File: config.mk
export PLATFORM = sky130hd
export DESIGN_NAME = cts_front
export DESIGN_NICKNAME = d
export VERILOG_FILES = /design/src/hw/rtl/cts_pkg.sv /design/src/hw/rtl/cts_front.sv
export SDC_FILE = /design/constraint.sdc
export NUM_CORES = 1
export LEC_CHECK = 0
export BUFFER_PORTS_ARGS = -buffer_cell sky130_fd_sc_hd__buf_2
export CAP_MARGIN = 5
export CORE_MARGIN = 3
export CORE_UTILIZATION = 38
export CTS_CLUSTER_SIZE = 14
export DETAILED_ROUTE_END_ITERATION = 10
export MAX_ROUTING_LAYER = met4
export PLACE_DENSITY = 0.73
export SLEW_MARGIN = 15
export SYNTH_ARGS = -nofsm -noshare
export SYNTH_HDL_FRONTEND = slang
export SYNTH_SLANG_ARGS = --single-unit
File: constraint.sdc
create_clock -name i_clk -period 2.1 [get_ports i_clk]
set_input_delay 0.315 -clock i_clk [delete_from_list [all_inputs] [get_ports i_clk]]
set_output_delay 0.315 -clock i_clk [all_outputs]
set_load 0.005 [all_outputs]
File: src/hw/rtl/cts_pkg.sv
// ----------------------------------------------------------------------------
// cts_pkg
// Shared types, constants and the CORDIC angle table for the converter.
// ----------------------------------------------------------------------------
package cts_pkg;

    localparam int COORD_WIDTH_DEF   = 16;
    localparam int ANGLE_WIDTH_DEF   = 16;
    localparam int CORDIC_STAGES_DEF = 16;
    localparam int MAX_STAGES        = 24;
    localparam int GUARD             = 12;  // fraction bits added ahead of the chains
    localparam int QUEUE_DEPTH       = 4;

    // atan(2^-i) in Q32 turns
    localparam logic [31:0] ATAN_Q32 [0:MAX_STAGES-1] = '{
        32'd536870912, 32'd316933406, 32'd167458907, 32'd85004756,
        32'd42667331,  32'd21354465,  32'd10679838,  32'd5340245,
        32'd2670163,   32'd1335087,   32'd667544,    32'd333772,
        32'd166886,    32'd83443,     32'd41722,     32'd20861,
        32'd10430,     32'd5215,      32'd2608,      32'd1304,
        32'd652,       32'd326,       32'd163,       32'd81
    };

    localparam logic [31:0] HALF_TURN  = 32'h8000_0000;
    localparam logic [31:0] THREE_QTR  = 32'h C000_0000;

    // per-item class flags
    typedef struct packed {
        logic spatial;
        logic zero;    // zero vector
        logic axis;    // x = y = 0
        logic z_pos;
    } t_flags;

    typedef struct packed {
        logic full;
        logic empty;
    } t_q_stat;

    // squared CORDIC gain in Q30 (product of 1 + 2^-2i over the stages)
    function automatic logic [63:0] cts_gain_p(input int stages);
        logic [63:0] p;
        p = 64'd1 << 30;
        for (int i = 0; i < stages; i++) begin
            p = p + (p >> (2 * i));
        end
        return p;
    endfunction

endpackage

File: src/hw/rtl/cts_front.sv
// ----------------------------------------------------------------------------
// cts_front
// Input register: takes a point, classifies it and hands it to the queue.
// ----------------------------------------------------------------------------
module cts_front import cts_pkg::*; #(
    parameter int COORD_WIDTH = COORD_WIDTH_DEF
) (
    input  logic                          i_clk,
    input  logic                          i_rst_n,
    input  logic                          i_valid,
    output logic                          o_ready,
    input  logic                          i_mode,
    input  logic signed [COORD_WIDTH-1:0] i_x,
    input  logic signed [COORD_WIDTH-1:0] i_y,
    input  logic signed [COORD_WIDTH-1:0] i_z,
    input  logic                          i_full,
    output logic                          o_push,
    output t_flags                        o_flags,
    output logic signed [COORD_WIDTH-1:0] o_x,
    output logic signed [COORD_WIDTH-1:0] o_y,
    output logic signed [COORD_WIDTH-1:0] o_z
);

    logic                          r_valid;
    t_flags                        r_flags;
    logic signed [COORD_WIDTH-1:0] r_x, r_y, r_z;
    logic                          accept;
    logic signed [COORD_WIDTH-1:0] z_eff;
    logic                          xy_zero;

    assign o_ready = !r_valid || !i_full;
    assign accept  = i_valid && o_ready;
    assign z_eff   = i_mode ? i_z : '0;  // planar points sit at z = 0
    assign xy_zero = (i_x == '0) && (i_y == '0);

    always_ff @(posedge i_clk) begin
        if (!i_rst_n) begin
            r_valid <= 1'b0;
        end else if (accept) begin
            r_valid <= 1'b1;
        end else if (!i_full) begin
            r_valid <= 1'b0;
        end
        if (accept) begin
            r_flags.spatial <= i_mode;
            r_flags.zero    <= xy_zero && (z_eff == '0);
            r_flags.axis    <= xy_zero;
            r_flags.z_pos   <= (z_eff > 0);
            r_x             <= i_x;
            r_y             <= i_y;
            r_z             <= z_eff;
        end
    end

    assign o_push  = r_valid;
    assign o_flags = r_flags;
    assign o_x     = r_x;
    assign o_y     = r_y;
    assign o_z     = r_z;

endmodule

==> flow_summary.yaml <==
status:
  run_status: "finished clean"
worst_setup_path:
  path_class: "flip-flop to flip-flop"
  worst_r2r_startpoint: "o_push"
  timing.critical_path.required_ns: 2.08
  arrival_ns: 1.14
  worst_setup_sp_type: "flip-flop"
  worstSetupEndpointType: "flip-flop"
  cp_max_fo: 52
  cp-startpoint: "o_push"
yosys:
  syn_area_um2: 1840
  syn-instance-count: 92
  synth_seq_area_share: 0.860
  synth.ff_latch_count: 53
  synth_warnings: 0
  postSynthNetCount: 145
  netlist-cell-type-count: 14
  synth_area_per_cell_um2: 20.0
sta:
  finalSetupViolCount: 0
  fin_crit_sh: 0.549
  grt_setup_unrepaired: "no"
  total_negative_slack_ns: 0
  period_minus_slack_ns: 1.15
  hold_violations: 0
  clock.fmax_mhz: 867
  final.setup_skew_ns: 0.00675
  max_slew_margin: 0.765
  drv_slew: 0
  worst_max_slew_pin_slew_ns: 0.349
clocking:
  cts_repair_resize_count: 0
  max-clock-path-buffers: 2
  tritoncts: "yes"
  cts_buffers: 5
  clk_transition_reported_paths_ns: 0.09
  cts-htree-levels: 2
  worstSkewPairLatency_ns: 0.29
  numClockSinks: 53
  post_cts_hold_buffer_count: 0
  root_buffer: "sky130_fd_sc_hd__clkbuf_8"
  cts_post_setup_buffers_inserted: 0
floorplanning:
  initial_core_util: 0.408
  floorplan.die.height_um: 75.6
  io_pins: 107
  core_rows: 24
  die-width_um: 75.6
  core_area_um2: 4500
  die_area_um2: 5710
global_routing:
  grt_use_met1: 0.145
  antenna_found_initial: 0
  grt-ovfl-total: 0
  grt-busiest-layer: "met2"
  gr-usage-met2: 0.229
  total_global_routing_track_utilization: 0.139
  grt_pass1_wl_um: 5500
  grt_start_max_net_pins: 53
  grt_pass1_vias: 1222
  use_met3: 0.0712
pwr:
  report.power.total_uw: 1960
  ir_worst_vdd_uv: 298
  cellPowerDensity_nw_per_um2: 774
  p_leak_uw: 0.00106
min_path:
  hold_start: "i_y[8]"
  hp-class: "primary input to flip-flop"
routing:
  dr.pass1.iters: 4
  vias: 1246
  detail_route.drc_violations: 0
  wl_per_cell_um: 15.1
  drt-total-wl_um: 3890
  drtIter0Drc: 29
  detail_route.vias_per_cell: 4.83
  remaining_number_of_nets_flagged_by_the_antenna_check_after_routing: 0
placement:
  port_buffers: 106
  gp_congestion: 0.677
  placed_standard_cell_area_um2: 2450
  place.detailed.instances: 250
final_layout:
  drive_above_1_share: 0.573
  multi_input_comb_area_um2: 255
  insertedDiodeCount: 0
  flow.area_growth_from_synthesis_pct: 37.8
  finish.net_count: 258
  final.fill_count: 367
  final_area_um2: 2530
  final_util: 0.563
  finalNonFillerCells: 258
  seqCellArea_um2: 1580
job:
  maxCapViolations: 0
critical path: stages (launching register included):
cell,delay (ns)
sky130_fd_sc_hd__dfxtp_1,0.33
sky130_fd_sc_hd__nand2_1,0.07
sky130_fd_sc_hd__and2_2,0.16
sky130_fd_sc_hd__buf_12,0.26
layout make-up:
cell class                      instances  area share
Clock buffer                            5      0.0272
Clock inverter                          3     0.00494
Multi-Input combinational cell         38       0.101
Sequential cell                        53       0.624
Tap cell                               52      0.0257
Timing Repair Buffer                  107       0.217
cells in the final DEF (no fill, tap or decap), drive strengths merged:
cell type	n
nor2	1
dfxtp	1
buf	107
and2	17
clkinv	3
nand4	3
nand2	1
and3b	1
nor2b	1
a211oi	1
nor4	12
edfxtp	52
a21oi	1
clkbuf	5
final timing paths:
path                 to  slack, ns  cells past startpoint
min              o_y[8]       0.21                      1
max reg2reg  o_flags[0]       0.95                      3
min reg2reg      o_push       0.55                      2
max          o_flags[0]       0.95                      3
logic make-up after synthesis:
kind of cell	Yosys count	synth area share
AND/OR/NAND/NOR	36	0.129
flip-flops	53	0.860
AO/OA/AOI/OAI	2	0.00952
buffers and inverters	1	0.00204
cells in the mapped netlist (all sizes together):
library cell	number	area, um^2
edfxtp	52	1560
nand4	3	18.8
nand2	1	3.75
and3b	1	8.76
a21oi	1	5.00
clkbuf	1	3.75
and2	17	108
a211oi	1	12.5
nor2	1	3.75
nor2b	1	6.26
nor4	12	87.6
dfxtp	1	20.0
through the flow:
stage | hold slack (ns) | setup slack (ns)
after floorplan | 0.414 | 0.0298
after global placement | 0.507 | 0.672
after detailed placement | 0.511 | 0.697
after CTS | 0.196 | 0.933
after global routing | 0.182 | 0.891
final | 0.206 | 0.947
layer usage:
| metal | part of all wire | up-vias |
|---|---|---|
| met4 | 0.0062 | 0 |
| met1 | 0.38 | 566 |
| met3 | 0.14 | 2 |
| met2 | 0.48 | 84 |
| met5 | 0 | - |
| li1 | - | 594 |
registers in the layout, indices dropped and copies added (netlist names):
signal and flops:
o_y 16, o_z 16, o_flags 4, o_x 16, o_push 1
where the power goes:
part           switching (uW)  internal (uW)  leakage, uW
logic                    95.8           91.4     0.000496
clock network             301            225    0.0000430
registers                13.7           1230     0.000517
total                     411           1550      0.00106
No activity file was read; power rests on OpenSTA's default activity.
