## config.mk

```make
export PLATFORM = sky130hd
export DESIGN_NAME = cts_queue
export DESIGN_NICKNAME = d
export VERILOG_FILES = /design/src/hw/rtl/cts_pkg.sv /design/src/hw/rtl/cts_queue.sv
export SDC_FILE = /design/constraint.sdc
export NUM_CORES = 1
export LEC_CHECK = 0
export ABC_AREA = 1
export BUFFER_PORTS_ARGS = -buffer_cell sky130_fd_sc_hd__buf_2
export CORE_MARGIN = 4
export CORE_UTILIZATION = 40
export CTS_BUF_LIST = sky130_fd_sc_hd__clkbuf_8
export DETAILED_ROUTE_END_ITERATION = 16
export HOLD_SLACK_MARGIN = 0.03
export PLACE_DENSITY = 0.56
export SYNTH_ARGS = -nofsm -noshare
export SYNTH_HDL_FRONTEND = slang
export SYNTH_SLANG_ARGS = --single-unit
```

## constraint.sdc

```tcl
create_clock -name i_clk -period 2.36 [get_ports i_clk]
set_input_delay 0.118 -clock i_clk [delete_from_list [all_inputs] [get_ports i_clk]]
set_output_delay 0.118 -clock i_clk [all_outputs]
set_load 0.01 [all_outputs]
```

## src/hw/rtl/cts_pkg.sv

```systemverilog
// ----------------------------------------------------------------------------
// cts_pkg
// Shared types, constants and the CORDIC angle table for the converter.
// ----------------------------------------------------------------------------
package cts_pkg;

    localparam int COORD_WIDTH_DEF   = 16;
    localparam int ANGLE_WIDTH_DEF   = 16;
    localparam int CORDIC_STAGES_DEF = 16;
    localparam int MAX_STAGES        = 24;
    localparam int GUARD             = 12;  // fraction bits added ahead of the chains
    localparam int QUEUE_DEPTH       = 4;

    // atan(2^-i) in Q32 turns
    localparam logic [31:0] ATAN_Q32 [0:MAX_STAGES-1] = '{
        32'd536870912, 32'd316933406, 32'd167458907, 32'd85004756,
        32'd42667331,  32'd21354465,  32'd10679838,  32'd5340245,
        32'd2670163,   32'd1335087,   32'd667544,    32'd333772,
        32'd166886,    32'd83443,     32'd41722,     32'd20861,
        32'd10430,     32'd5215,      32'd2608,      32'd1304,
        32'd652,       32'd326,       32'd163,       32'd81
    };

    localparam logic [31:0] HALF_TURN  = 32'h8000_0000;
    localparam logic [31:0] THREE_QTR  = 32'h C000_0000;

    // per-item class flags
    typedef struct packed {
        logic spatial;
        logic zero;    // zero vector
        logic axis;    // x = y = 0
        logic z_pos;
    } t_flags;

    typedef struct packed {
        logic full;
        logic empty;
    } t_q_stat;

    // squared CORDIC gain in Q30 (product of 1 + 2^-2i over the stages)
    function automatic logic [63:0] cts_gain_p(input int stages);
        logic [63:0] p;
        p = 64'd1 << 30;
        for (int i = 0; i < stages; i++) begin
            p = p + (p >> (2 * i));
        end
        return p;
    endfunction

endpackage

```

## src/hw/rtl/cts_queue.sv

```systemverilog
// ----------------------------------------------------------------------------
// cts_queue
// Short FIFO between front and back, register based.
// ----------------------------------------------------------------------------
module cts_queue import cts_pkg::*; #(
    parameter int DATA_WIDTH = 8,
    parameter int DEPTH      = QUEUE_DEPTH
) (
    input  logic                  i_clk,
    input  logic                  i_rst_n,
    input  logic                  i_push,
    input  logic [DATA_WIDTH-1:0] i_data,
    input  logic                  i_pop,
    output logic [DATA_WIDTH-1:0] o_data,
    output t_q_stat               o_stat
);

    localparam int AW = (DEPTH > 1) ? $clog2(DEPTH) : 1;

    logic [DATA_WIDTH-1:0] r_mem [0:DEPTH-1];
    logic [AW-1:0]         r_wr, r_rd;
    logic [AW:0]           r_cnt;
    logic                  wr, rd;

    assign o_stat.full  = (r_cnt == (AW+1)'(DEPTH));
    assign o_stat.empty = (r_cnt == '0);
    assign wr = i_push && !o_stat.full;
    assign rd = i_pop && !o_stat.empty;
    assign o_data = r_mem[r_rd];

    always_ff @(posedge i_clk) begin
        if (!i_rst_n) begin
            r_wr  <= '0;
            r_rd  <= '0;
            r_cnt <= '0;
        end else begin
            if (wr) begin
                r_wr <= (r_wr == AW'(DEPTH - 1)) ? '0 : r_wr + 1'b1;
            end
            if (rd) begin
                r_rd <= (r_rd == AW'(DEPTH - 1)) ? '0 : r_rd + 1'b1;
            end
            r_cnt <= r_cnt + (AW+1)'(wr) - (AW+1)'(rd);
        end
        if (wr) begin
            r_mem[r_wr] <= i_data;
        end
    end

endmodule

```

==> out/summary.log, run 1 <==
qor: run_status.outcome finished, final reports clean
qor: global_routing.first_global_vias 1134
qor: sta.tightest_slew 0.347 ns
qor: pwr.final_total_pwr 2.19 mW
qor: clock_network.count_of_h_tree_levels_built_during_cts 2
qor: yosys.netlist-cell-type-count 20
qor: setup_path.reg2reg_to r_cnt[1]
qor: setup_path.worstPathRequired 2.55 ns
qor: clock_network.cts_tree built
qor: global_routing.wire_length_of_the_first_global_routing_pass 5240 um
qor: sta.fin_crit 1.86 ns
qor: layout.final_nets 193
qor: detailed_routing.wl 3040 um
qor: global_routing.grt_util_all_layers 13.3%
qor: worst_hold_path.holdCritPathClass in -> reg
qor: pwr.p_per_area 1110 nW/um^2
qor: detailed_routing.routed_vias 1087
qor: layout.layout.cells.most_common_list sky130_fd_sc_hd__edfxtp_1 (32), sky130_fd_sc_hd__nor2_1 (29), sky130_fd_sc_hd__buf_2 (21)
qor: clock_network.clk_buf_depth 2
qor: sta.slew_headroom 76.8%
qor: detailed_routing.wl_per_cell 13.6 um
qor: clock_network.root_buffer sky130_fd_sc_hd__clkbuf_8
qor: sta.setup_viol_count_final 0
qor: detailed_routing.remaining_routing_drc_violations 0
qor: floorplan.floorplan.die.height 72.9 um
qor: sta.fmax 537 MHz
qor: clock_network.cts_num_sinks 41
qor: yosys.synth.ff_latch_count 41
qor: clock_network.hold_buffers 0
qor: setup_path.cp_max_fo 5
qor: placement.gpl.final_weighted_congestion 0.773
qor: setup_path.setup.worst_path.class reg -> reg
qor: layout.final_core_util 48.9%
qor: detailed_routing.vias_per_cell 4.85
qor: setup_path.crit_end_category flip-flop
qor: layout.area_growth_syn_to_layout 17.2%
qor: detailed_routing.dr.first_iter.drc_count 52
qor: setup_path.cp-start-kind flip-flop
qor: floorplan.initial_utilization 41.8%
qor: layout.antennaDiodeCount 0
qor: clock_network.cts_inserted_buffers 5
qor: setup_path.reg2reg_from r_cnt[1]
qor: pwr.worst_ir_drop_vdd 0.000451 V
qor: floorplan.number_of_ports_placed_on_the_die_boundary 22
qor: floorplan.placementRows 23
qor: detailed_routing.antenna_left 0
qor: layout.num-fill-cells 371
qor: placement.dpl.hpwl 2100 um
qor: global_routing.grt_max_degree 17
qor: sta.post_route_setup_tns 0 ns
qor: sta.finalClockSkew 0.00322 ns
qor: yosys.synth-seq-area-share 67.8%
qor: job.drv_cap 0
qor: setup_path.worst_ep_arrival_time 2.05 ns
qor: clock_network.clk_latency 0.29 ns
qor: pwr.leakagePower 0.813 nW
qor: yosys.synthesis.yosys.warnings 0
qor: global_routing.globalRouteOverflowTotal 0
qor: detailed_routing.drt_first_pass_iters 4
qor: worst_hold_path.min_path_cells 1
qor: sta.rsz0062_at_grt false
qor: clock_network.post-cts-setup-buffer-count 0
qor: placement.port-buffer-count 21
qor: sta.hold_slack 0.0429 ns
qor: setup_path.reg2reg_setup_slack 0.50 ns
qor: sta.slew_viol_final 0
qor: sta.fin_crit_sh 79.0%
qor: sta.finalHoldViolCount 0
qor: yosys.synthesis.nets 162
qor: setup_path.ff2ff_path_depth 10
qor: global_routing.initial_antenna_violation_count 0
qor: floorplan.floorplan.die_area 5310 um^2
qor: clock_network.path_clk_slew 0.07 ns
qor: clock_network.ctsResizeCount 0
qor: floorplan.coreArea 4030 um^2
qor: floorplan.die_width 72.9 um
qor: layout.post_route_cells_drive_above_1_share 22.4%
qor: yosys.postSynthCellCount 142
qor: yosys.synth_area_per_cell 11.9 um^2
qor: yosys.synth.cell_area 1680 um^2
qor: setup_path.setup.worst_path.end r_cnt[1]
qor: layout.layout.cells.most_common sky130_fd_sc_hd__edfxtp_1
qor: setup_path.setup.worst_path.start r_cnt[1]
-- synth_stat cells --
cell                       instances  share of area [%]
sky130_fd_sc_hd__or2_2             1               0.37
sky130_fd_sc_hd__a21oi_1           2               0.59
sky130_fd_sc_hd__inv_1            16                3.6
sky130_fd_sc_hd__o21ai_0          12                3.6
sky130_fd_sc_hd__dfxtp_1           9                 11
sky130_fd_sc_hd__buf_6             2                1.3
sky130_fd_sc_hd__nand3b_1          1               0.45
sky130_fd_sc_hd__ha_1              7                5.2
sky130_fd_sc_hd__nand2_2           1               0.37
sky130_fd_sc_hd__nor2_1           29                6.5
sky130_fd_sc_hd__o21ai_1           2               0.59
sky130_fd_sc_hd__o21ai_2           2                1.0
sky130_fd_sc_hd__xnor2_1           1               0.52
sky130_fd_sc_hd__o22ai_1           8                3.0
sky130_fd_sc_hd__nand2_1          12                2.7
sky130_fd_sc_hd__nor2_2            2               0.74
sky130_fd_sc_hd__inv_2             1               0.22
sky130_fd_sc_hd__edfxtp_1         32                 57
sky130_fd_sc_hd__nand3_1           1               0.30
sky130_fd_sc_hd__fa_1              1                1.2
-- layout make-up --
type	instances	area [um^2]	area share [%]
repair buffers	26	143	7.23
clock inverters	3	37.5	1.90
inverters	17	63.8	3.24
flip-flops and latches	41	1140	57.9
clock buffers	5	68.8	3.49
well taps	50	62.6	3.17
multi-input cells	82	455	23.1
-- metrics by stage --
step / cell area (um^2) / worst slack (ns) / instances
final: 1970 / 0.496 / 224
after global placement: 1870 / 0.579 / 216
after global routing: 1970 / 0.257 / 224
after detailed placement: 1870 / 0.490 / 216
after floorplan: 1680 / 0.553 / 142
after CTS: 1970 / 0.485 / 224
-- state kept, by name, summed over array words and instances (netlist names), named ones only --
signal,flops
r_wr,2
r_rd,2
r_mem,32
r_cnt,3
-- worst min path at each step --
stage          startpoint     endpoint  slack [ns]
2_1_floorplan     i_rst_n     r_cnt[1]        0.21
3_3_place_gp    i_data[5]  r_mem[3][5]        0.33
3_5_place_dp    i_data[2]  r_mem[3][2]        0.34
4_1_cts         i_data[2]  r_mem[3][2]        0.03
5_1_grt         i_data[5]  r_mem[1][5]        0.04
6_report        i_data[2]  r_mem[3][2]        0.04
-- cell families after synthesis --
| family | share of synthesized area, % |
|---|---|
| compound gates | 8.77 |
| simple gates | 11.4 |
| flops | 67.8 |
| buf+inv | 5.13 |
| xor+xnor | 0.521 |
| fa+ha+maj | 6.39 |
-- metal layers --
layer | track usage [%] | routed length [um] | vias to the layer above
met4 | 4.92 | 44 | 0
met3 | 4.68 | 127 | 4
met1 | 14.9 | 1260 | 519
met2 | 23.2 | 1610 | 19
met5 | 0 | 0 | -
li1 | - | - | 545
-- worst max-delay path, cell delays in order (launching register included) --
cell                      delay [ns]
sky130_fd_sc_hd__dfxtp_1        0.34
sky130_fd_sc_hd__nor2_1         0.14
sky130_fd_sc_hd__nand2_1        0.13
sky130_fd_sc_hd__inv_1          0.09
sky130_fd_sc_hd__nor2_1         0.05
sky130_fd_sc_hd__ha_1           0.26
sky130_fd_sc_hd__inv_1          0.04
sky130_fd_sc_hd__ha_1           0.18
sky130_fd_sc_hd__fa_1           0.43
sky130_fd_sc_hd__nand2_1        0.07
sky130_fd_sc_hd__inv_1          0.03
-- where the power goes --
group          leakage (nW)  internal, mW  switching (mW)  total [mW]
Clock                0.0570         0.308           0.220       0.528
Sequential            0.368         0.902          0.0784       0.981
Combinational         0.388         0.269           0.413       0.681
Total                 0.813          1.48           0.711        2.19
Power figures use the tool's default switching activity.
==> run 2, diff against run 1 <==
--- a/config.mk
+++ b/config.mk
@@ -5,14 +5,14 @@
 export SDC_FILE = /design/constraint.sdc
 export NUM_CORES = 1
 export LEC_CHECK = 0
-export ABC_AREA = 1
+export ABC_AREA = 0
 export BUFFER_PORTS_ARGS = -buffer_cell sky130_fd_sc_hd__buf_2
 export CORE_MARGIN = 4
 export CORE_UTILIZATION = 40
 export CTS_BUF_LIST = sky130_fd_sc_hd__clkbuf_8
 export DETAILED_ROUTE_END_ITERATION = 16
 export HOLD_SLACK_MARGIN = 0.03
-export PLACE_DENSITY = 0.56
+export PLACE_DENSITY = 0.58
 export SYNTH_ARGS = -nofsm -noshare
 export SYNTH_HDL_FRONTEND = slang
 export SYNTH_SLANG_ARGS = --single-unit
==> constraint.sdc (replaced) <==
create_clock -name i_clk -period 1.49 [get_ports i_clk]
set_input_delay 0.0745 -clock i_clk [delete_from_list [all_inputs] [get_ports i_clk]]
set_output_delay 0.0745 -clock i_clk [all_outputs]
set_load 0.01 [all_outputs]
==> run 2 against run 1 <==
The run now ends with negative setup slack left. Via count shrank 19%. Highest routed layer unchanged. Maximum frequency decreased by 6.3%. Final area increased by 8.6%. Die area is 1.3% lower. Area after synthesis decreased by 1.4%. Non-clock buffer count rose by 10. Critical endpoint is now r_cnt[2]. Combinational power increased by 54%.
==> out/summary.log, run 2 <==
qor: detailed_routing.vias_per_cell 4.76 [was 4.85]
qor: layout.final_nets 154 [was 193]
qor: sta.setup_viol_count_final 6 [was 0]
qor: worst_hold_path.holdCritPathClass in -> reg [unchanged]
qor: sta.post_route_setup_tns -0.888 ns [was 0 ns]
qor: setup_path.crit_end_category flip-flop [unchanged]
qor: yosys.ys_async_sr_fraction 0% [unchanged]
qor: yosys.synthesis.yosys.warnings 0 [unchanged]
qor: clock_network.root_buffer sky130_fd_sc_hd__clkbuf_8 [unchanged]
qor: clock_network.clk_latency 0.29 ns [about the same]
qor: run_status.failed_checks negative setup slack
qor: setup_path.timing.critical_path.buf_inv 2 [was 3]
qor: placement.placedInstanceArea 1930 um^2 [was 1870 um^2]
qor: global_routing.grt_max_degree 14 [was 17]
qor: floorplan.coreArea 4000 um^2 [was 4030 um^2]
qor: yosys.ys_top_cells_by_area sky130_fd_sc_hd__edfxtp_1 (58%), sky130_fd_sc_hd__dfxtp_1 (11%), sky130_fd_sc_hd__mux4_2 (11%) [was sky130_fd_sc_hd__edfxtp_1 (57%), sky130_fd_sc_hd__dfxtp_1 (11%), sky130_fd_sc_hd__nor2_1 (6.5%)]
qor: sta.fin_crit_sh 133% [was 79.0%]
qor: pwr.leakagePower 0.787 nW [was 0.813 nW]
qor: yosys.library_cell_with_the_largest_summed_area_after_synthesis sky130_fd_sc_hd__edfxtp_1 [unchanged]
qor: layout.area.sequential 1150 um^2 [was 1140 um^2]
qor: setup_path.worstPathRequired 1.68 ns [was 2.55 ns]
qor: global_routing.initial_antenna_violation_count 0 [unchanged]
qor: setup_path.worst_ep_arrival_time 2.17 ns [was 2.05 ns]
qor: layout.antennaDiodeCount 0 [unchanged]
qor: layout.area_growth_syn_to_layout 29.1% [was 17.2%]
qor: layout.final_core_util 53.6% [was 48.9%]
qor: worst_hold_path.hold_path.startpoint i_rst_n [was i_data[2]]
qor: setup_path.setup.worst_path.class reg -> reg [unchanged]
qor: floorplan.number_of_ports_placed_on_the_die_boundary 22 [unchanged]
qor: layout.multi_input_area 510 um^2 [was 455 um^2]
qor: detailed_routing.remaining_routing_drc_violations 0 [unchanged]
qor: clock_network.cts_num_sinks 41 [unchanged]
qor: setup_path.cp-start-kind flip-flop [unchanged]
qor: clock_network.count_of_h_tree_levels_built_during_cts 2 [unchanged]
qor: job.drv_cap 0 [unchanged]
qor: detailed_routing.antenna_left 0 [unchanged]
qor: yosys.postSynthCellCount 95 [was 142]
qor: global_routing.grt_util_all_layers 12.1% [was 13.3%]
qor: setup_path.cp_max_fo 3 [was 5]
qor: sta.tightest_slew 0.410 ns [was 0.347 ns]
qor: yosys.ys.flop_type sky130_fd_sc_hd__edfxtp_1 [unchanged]
qor: layout.num-fill-cells 332 [was 371]
qor: layout.layout.cells.most_common_list sky130_fd_sc_hd__edfxtp_1 (32), sky130_fd_sc_hd__buf_2 (16), sky130_fd_sc_hd__mux4_2 (8), sky130_fd_sc_hd__dlygate4sd3_1 (8) [was sky130_fd_sc_hd__edfxtp_1 (32), sky130_fd_sc_hd__nor2_1 (29), sky130_fd_sc_hd__buf_2 (21)]
qor: layout.largest_register_ffs 32 [unchanged]
qor: setup_path.timing.critical_path.slowest_stage_cell sky130_fd_sc_hd__dfxtp_4 [was sky130_fd_sc_hd__fa_1]
qor: pwr.worst_ir_drop_vdd 0.000788 V [was 0.000451 V]
qor: placement.port-buffer-count 21 [unchanged]
qor: sta.slew_headroom 72.6% [was 76.8%]
qor: sta.fin_ws -0.499 ns [was 0.496 ns]
qor: global_routing.wire_length_of_the_first_global_routing_pass 4630 um [was 5240 um]
qor: yosys.synth-seq-area-share 68.8% [was 67.8%]
qor: sta.rsz0062_at_grt true [was false]
qor: floorplan.placementRows 23 [unchanged]
qor: detailed_routing.drt_first_pass_iters 4 [unchanged]
qor: setup_path.worstPathCellList nor3b_4, nor2b_2, inv_4, ha_4, inv_2, ha_4, fa_2, xnor2_1, xnor2_1, and2_1 [was nor2_1, nand2_1, inv_1, nor2_1, ha_1, inv_1, ha_1, fa_1, nand2_1, inv_1]
qor: clock_network.cts_tree built [unchanged]
qor: yosys.yosys-top-cells-count sky130_fd_sc_hd__edfxtp_1 (32), sky130_fd_sc_hd__dfxtp_1 (9), sky130_fd_sc_hd__mux4_2 (8), sky130_fd_sc_hd__ha_1 (7), sky130_fd_sc_hd__inv_1 (7) [was sky130_fd_sc_hd__edfxtp_1 (32), sky130_fd_sc_hd__nor2_1 (29), sky130_fd_sc_hd__inv_1 (16), sky130_fd_sc_hd__nand2_1 (12), sky130_fd_sc_hd__o21ai_0 (12)]
qor: global_routing.globalRouteOverflowTotal 0 [unchanged]
qor: sta.finalClockSkew 0.00345 ns [was 0.00322 ns]
qor: setup_path.critical-path-top-delay-family adder cells [unchanged]
qor: sta.fin_crit 1.99 ns [was 1.86 ns]
qor: layout.post_route_cells_drive_above_1_share 44.4% [was 22.4%]
qor: placement.pre_cts_ws -0.508 ns [was 0.490 ns]
qor: setup_path.setup.worst_path.start r_cnt[2] [was r_cnt[1]]
qor: detailed_routing.routed_vias 880 [was 1087]
qor: setup_path.reg2reg_from r_cnt[2] [was r_cnt[1]]
qor: yosys.netlist-cell-type-count 21 [was 20]
qor: yosys.synth.ff_latch_count 41 [unchanged]
qor: layout.largest_register r_mem [unchanged]
qor: global_routing.first_global_vias 982 [was 1134]
qor: sta.fmax 503 MHz [was 537 MHz]
qor: yosys.netlist.area_leader.share 57.9% [was 57.1%]
qor: detailed_routing.wl 2760 um [was 3040 um]
qor: clock_network.cts_inserted_buffers 5 [unchanged]
qor: clock_network.path_clk_slew 0.07 ns [about the same]
qor: layout.stdcell_area 2140 um^2 [was 1970 um^2]
qor: floorplan.floorplan.die.height 72.4 um [was 72.9 um]
qor: floorplan.floorplan.die_area 5240 um^2 [was 5310 um^2]
qor: yosys.synthesis.nets 115 [was 162]
qor: sta.slew_viol_final 0 [unchanged]
qor: yosys.synth_enable_flop_cells 32 [unchanged]
qor: pwr.p_per_area 1610 nW/um^2 [was 1110 nW/um^2]
qor: yosys.synth.cell_area 1660 um^2 [was 1680 um^2]
qor: placement.gpl.final_weighted_congestion 0.786 [was 0.773]
qor: clock_network.clk_buf_depth 2 [unchanged]
qor: yosys.post-synth-top-count-cell sky130_fd_sc_hd__edfxtp_1 [unchanged]
qor: sta.finalHoldViolCount 0 [unchanged]
qor: floorplan.die_width 72.4 um [was 72.9 um]
qor: detailed_routing.wl_per_cell 14.9 um [was 13.6 um]
qor: setup_path.crit_path_max_incr_delay 0.36 ns [was 0.43 ns]
qor: placement.dpl.hpwl 1890 um [was 2100 um]
qor: floorplan.initial_utilization 41.5% [was 41.8%]
qor: detailed_routing.dr.first_iter.drc_count 33 [was 52]
qor: yosys.synth_area_per_cell 17.5 um^2 [was 11.9 um^2]
qor: run_status.outcome finished, violations left [was finished, final reports clean]
qor: layout.largest_registers r_mem x32, r_cnt x3 [unchanged]
qor: layout.layout.cells.most_common sky130_fd_sc_hd__edfxtp_1 [unchanged]
[run 2: cell count changes after synthesis, moves of 3 or more]
cell,before,now
sky130_fd_sc_hd__o21ai_0,12,2
sky130_fd_sc_hd__mux4_2,0,8
sky130_fd_sc_hd__nor2_1,29,2
sky130_fd_sc_hd__inv_1,16,7
sky130_fd_sc_hd__and2_2,0,3
sky130_fd_sc_hd__nand2_1,12,6
sky130_fd_sc_hd__and2_1,0,4
sky130_fd_sc_hd__o22ai_1,8,0
[run 2: cell type report]
cell class	instances	area share (%)
Sequential cell	41	53.6
Multi-Input combinational cell	43	23.8
Timing Repair Buffer	36	13.1
Clock buffer	5	3.21
Tap cell	50	2.92
Clock inverter	3	1.93
Inverter	7	1.34
[run 2: repair_timing]
action / in CTS / in global routing
resized for setup: 10 / 2
hold buffers: 8 / 0
buffers inserted: 1 / 1
endpoints found under the setup margin: 10 / 22
hold endpoints to repair: 32 / 0
pin swaps: 1 / 1
[run 2: metal layers]
layer	wire (um)	vias to the layer above	track usage [%]
met5	0	-	0
met4	58	0	6.15
met3	128	6	3.74
met2	1430	17	20.5
met1	1140	435	13.7
li1	-	422	-
[run 2: logic make-up after synthesis]
logic type | share of synthesized area, %
AO/OA/AOI/OAI | 1.36
XOR/XNOR | 1.06
adder cells (fa/ha/maj) | 6.49
buffers and inverters | 3.02
flip-flops | 68.8
multiplexers | 12.1
AND/OR/NAND/NOR | 7.24
[run 2: power breakdown]
part	total, mW	switching [mW]	leakage [nW]	internal, mW
logic	1.05	0.449	0.366	0.606
registers	1.53	0.116	0.369	1.42
clock network	0.864	0.371	0.0518	0.493
total	3.45	0.936	0.787	2.51
[run 2: final timing paths]
| check | to | slack (ns) | depth (start not counted) |
|---|---|---|---|
| setup reg to reg | r_cnt[2] | -0.50 | 10 |
| hold reg to reg | r_wr[1] | 0.51 | 2 |
| setup / recovery | r_cnt[2] | -0.50 | 10 |
| hold / removal | r_cnt[2] | 0.13 | 2 |
[run 2: stage by stage]
step / hold slack, ns / total power [mW] / cells
2_1_floorplan: 0.173 / 2.15 / 95
3_3_place_gp: 0.284 / 2.50 / 170
3_5_place_dp: 0.292 / 2.54 / 170
4_1_cts: 0.127 / 3.50 / 187
5_1_grt: 0.135 / 3.65 / 185
6_report: 0.132 / 3.45 / 185
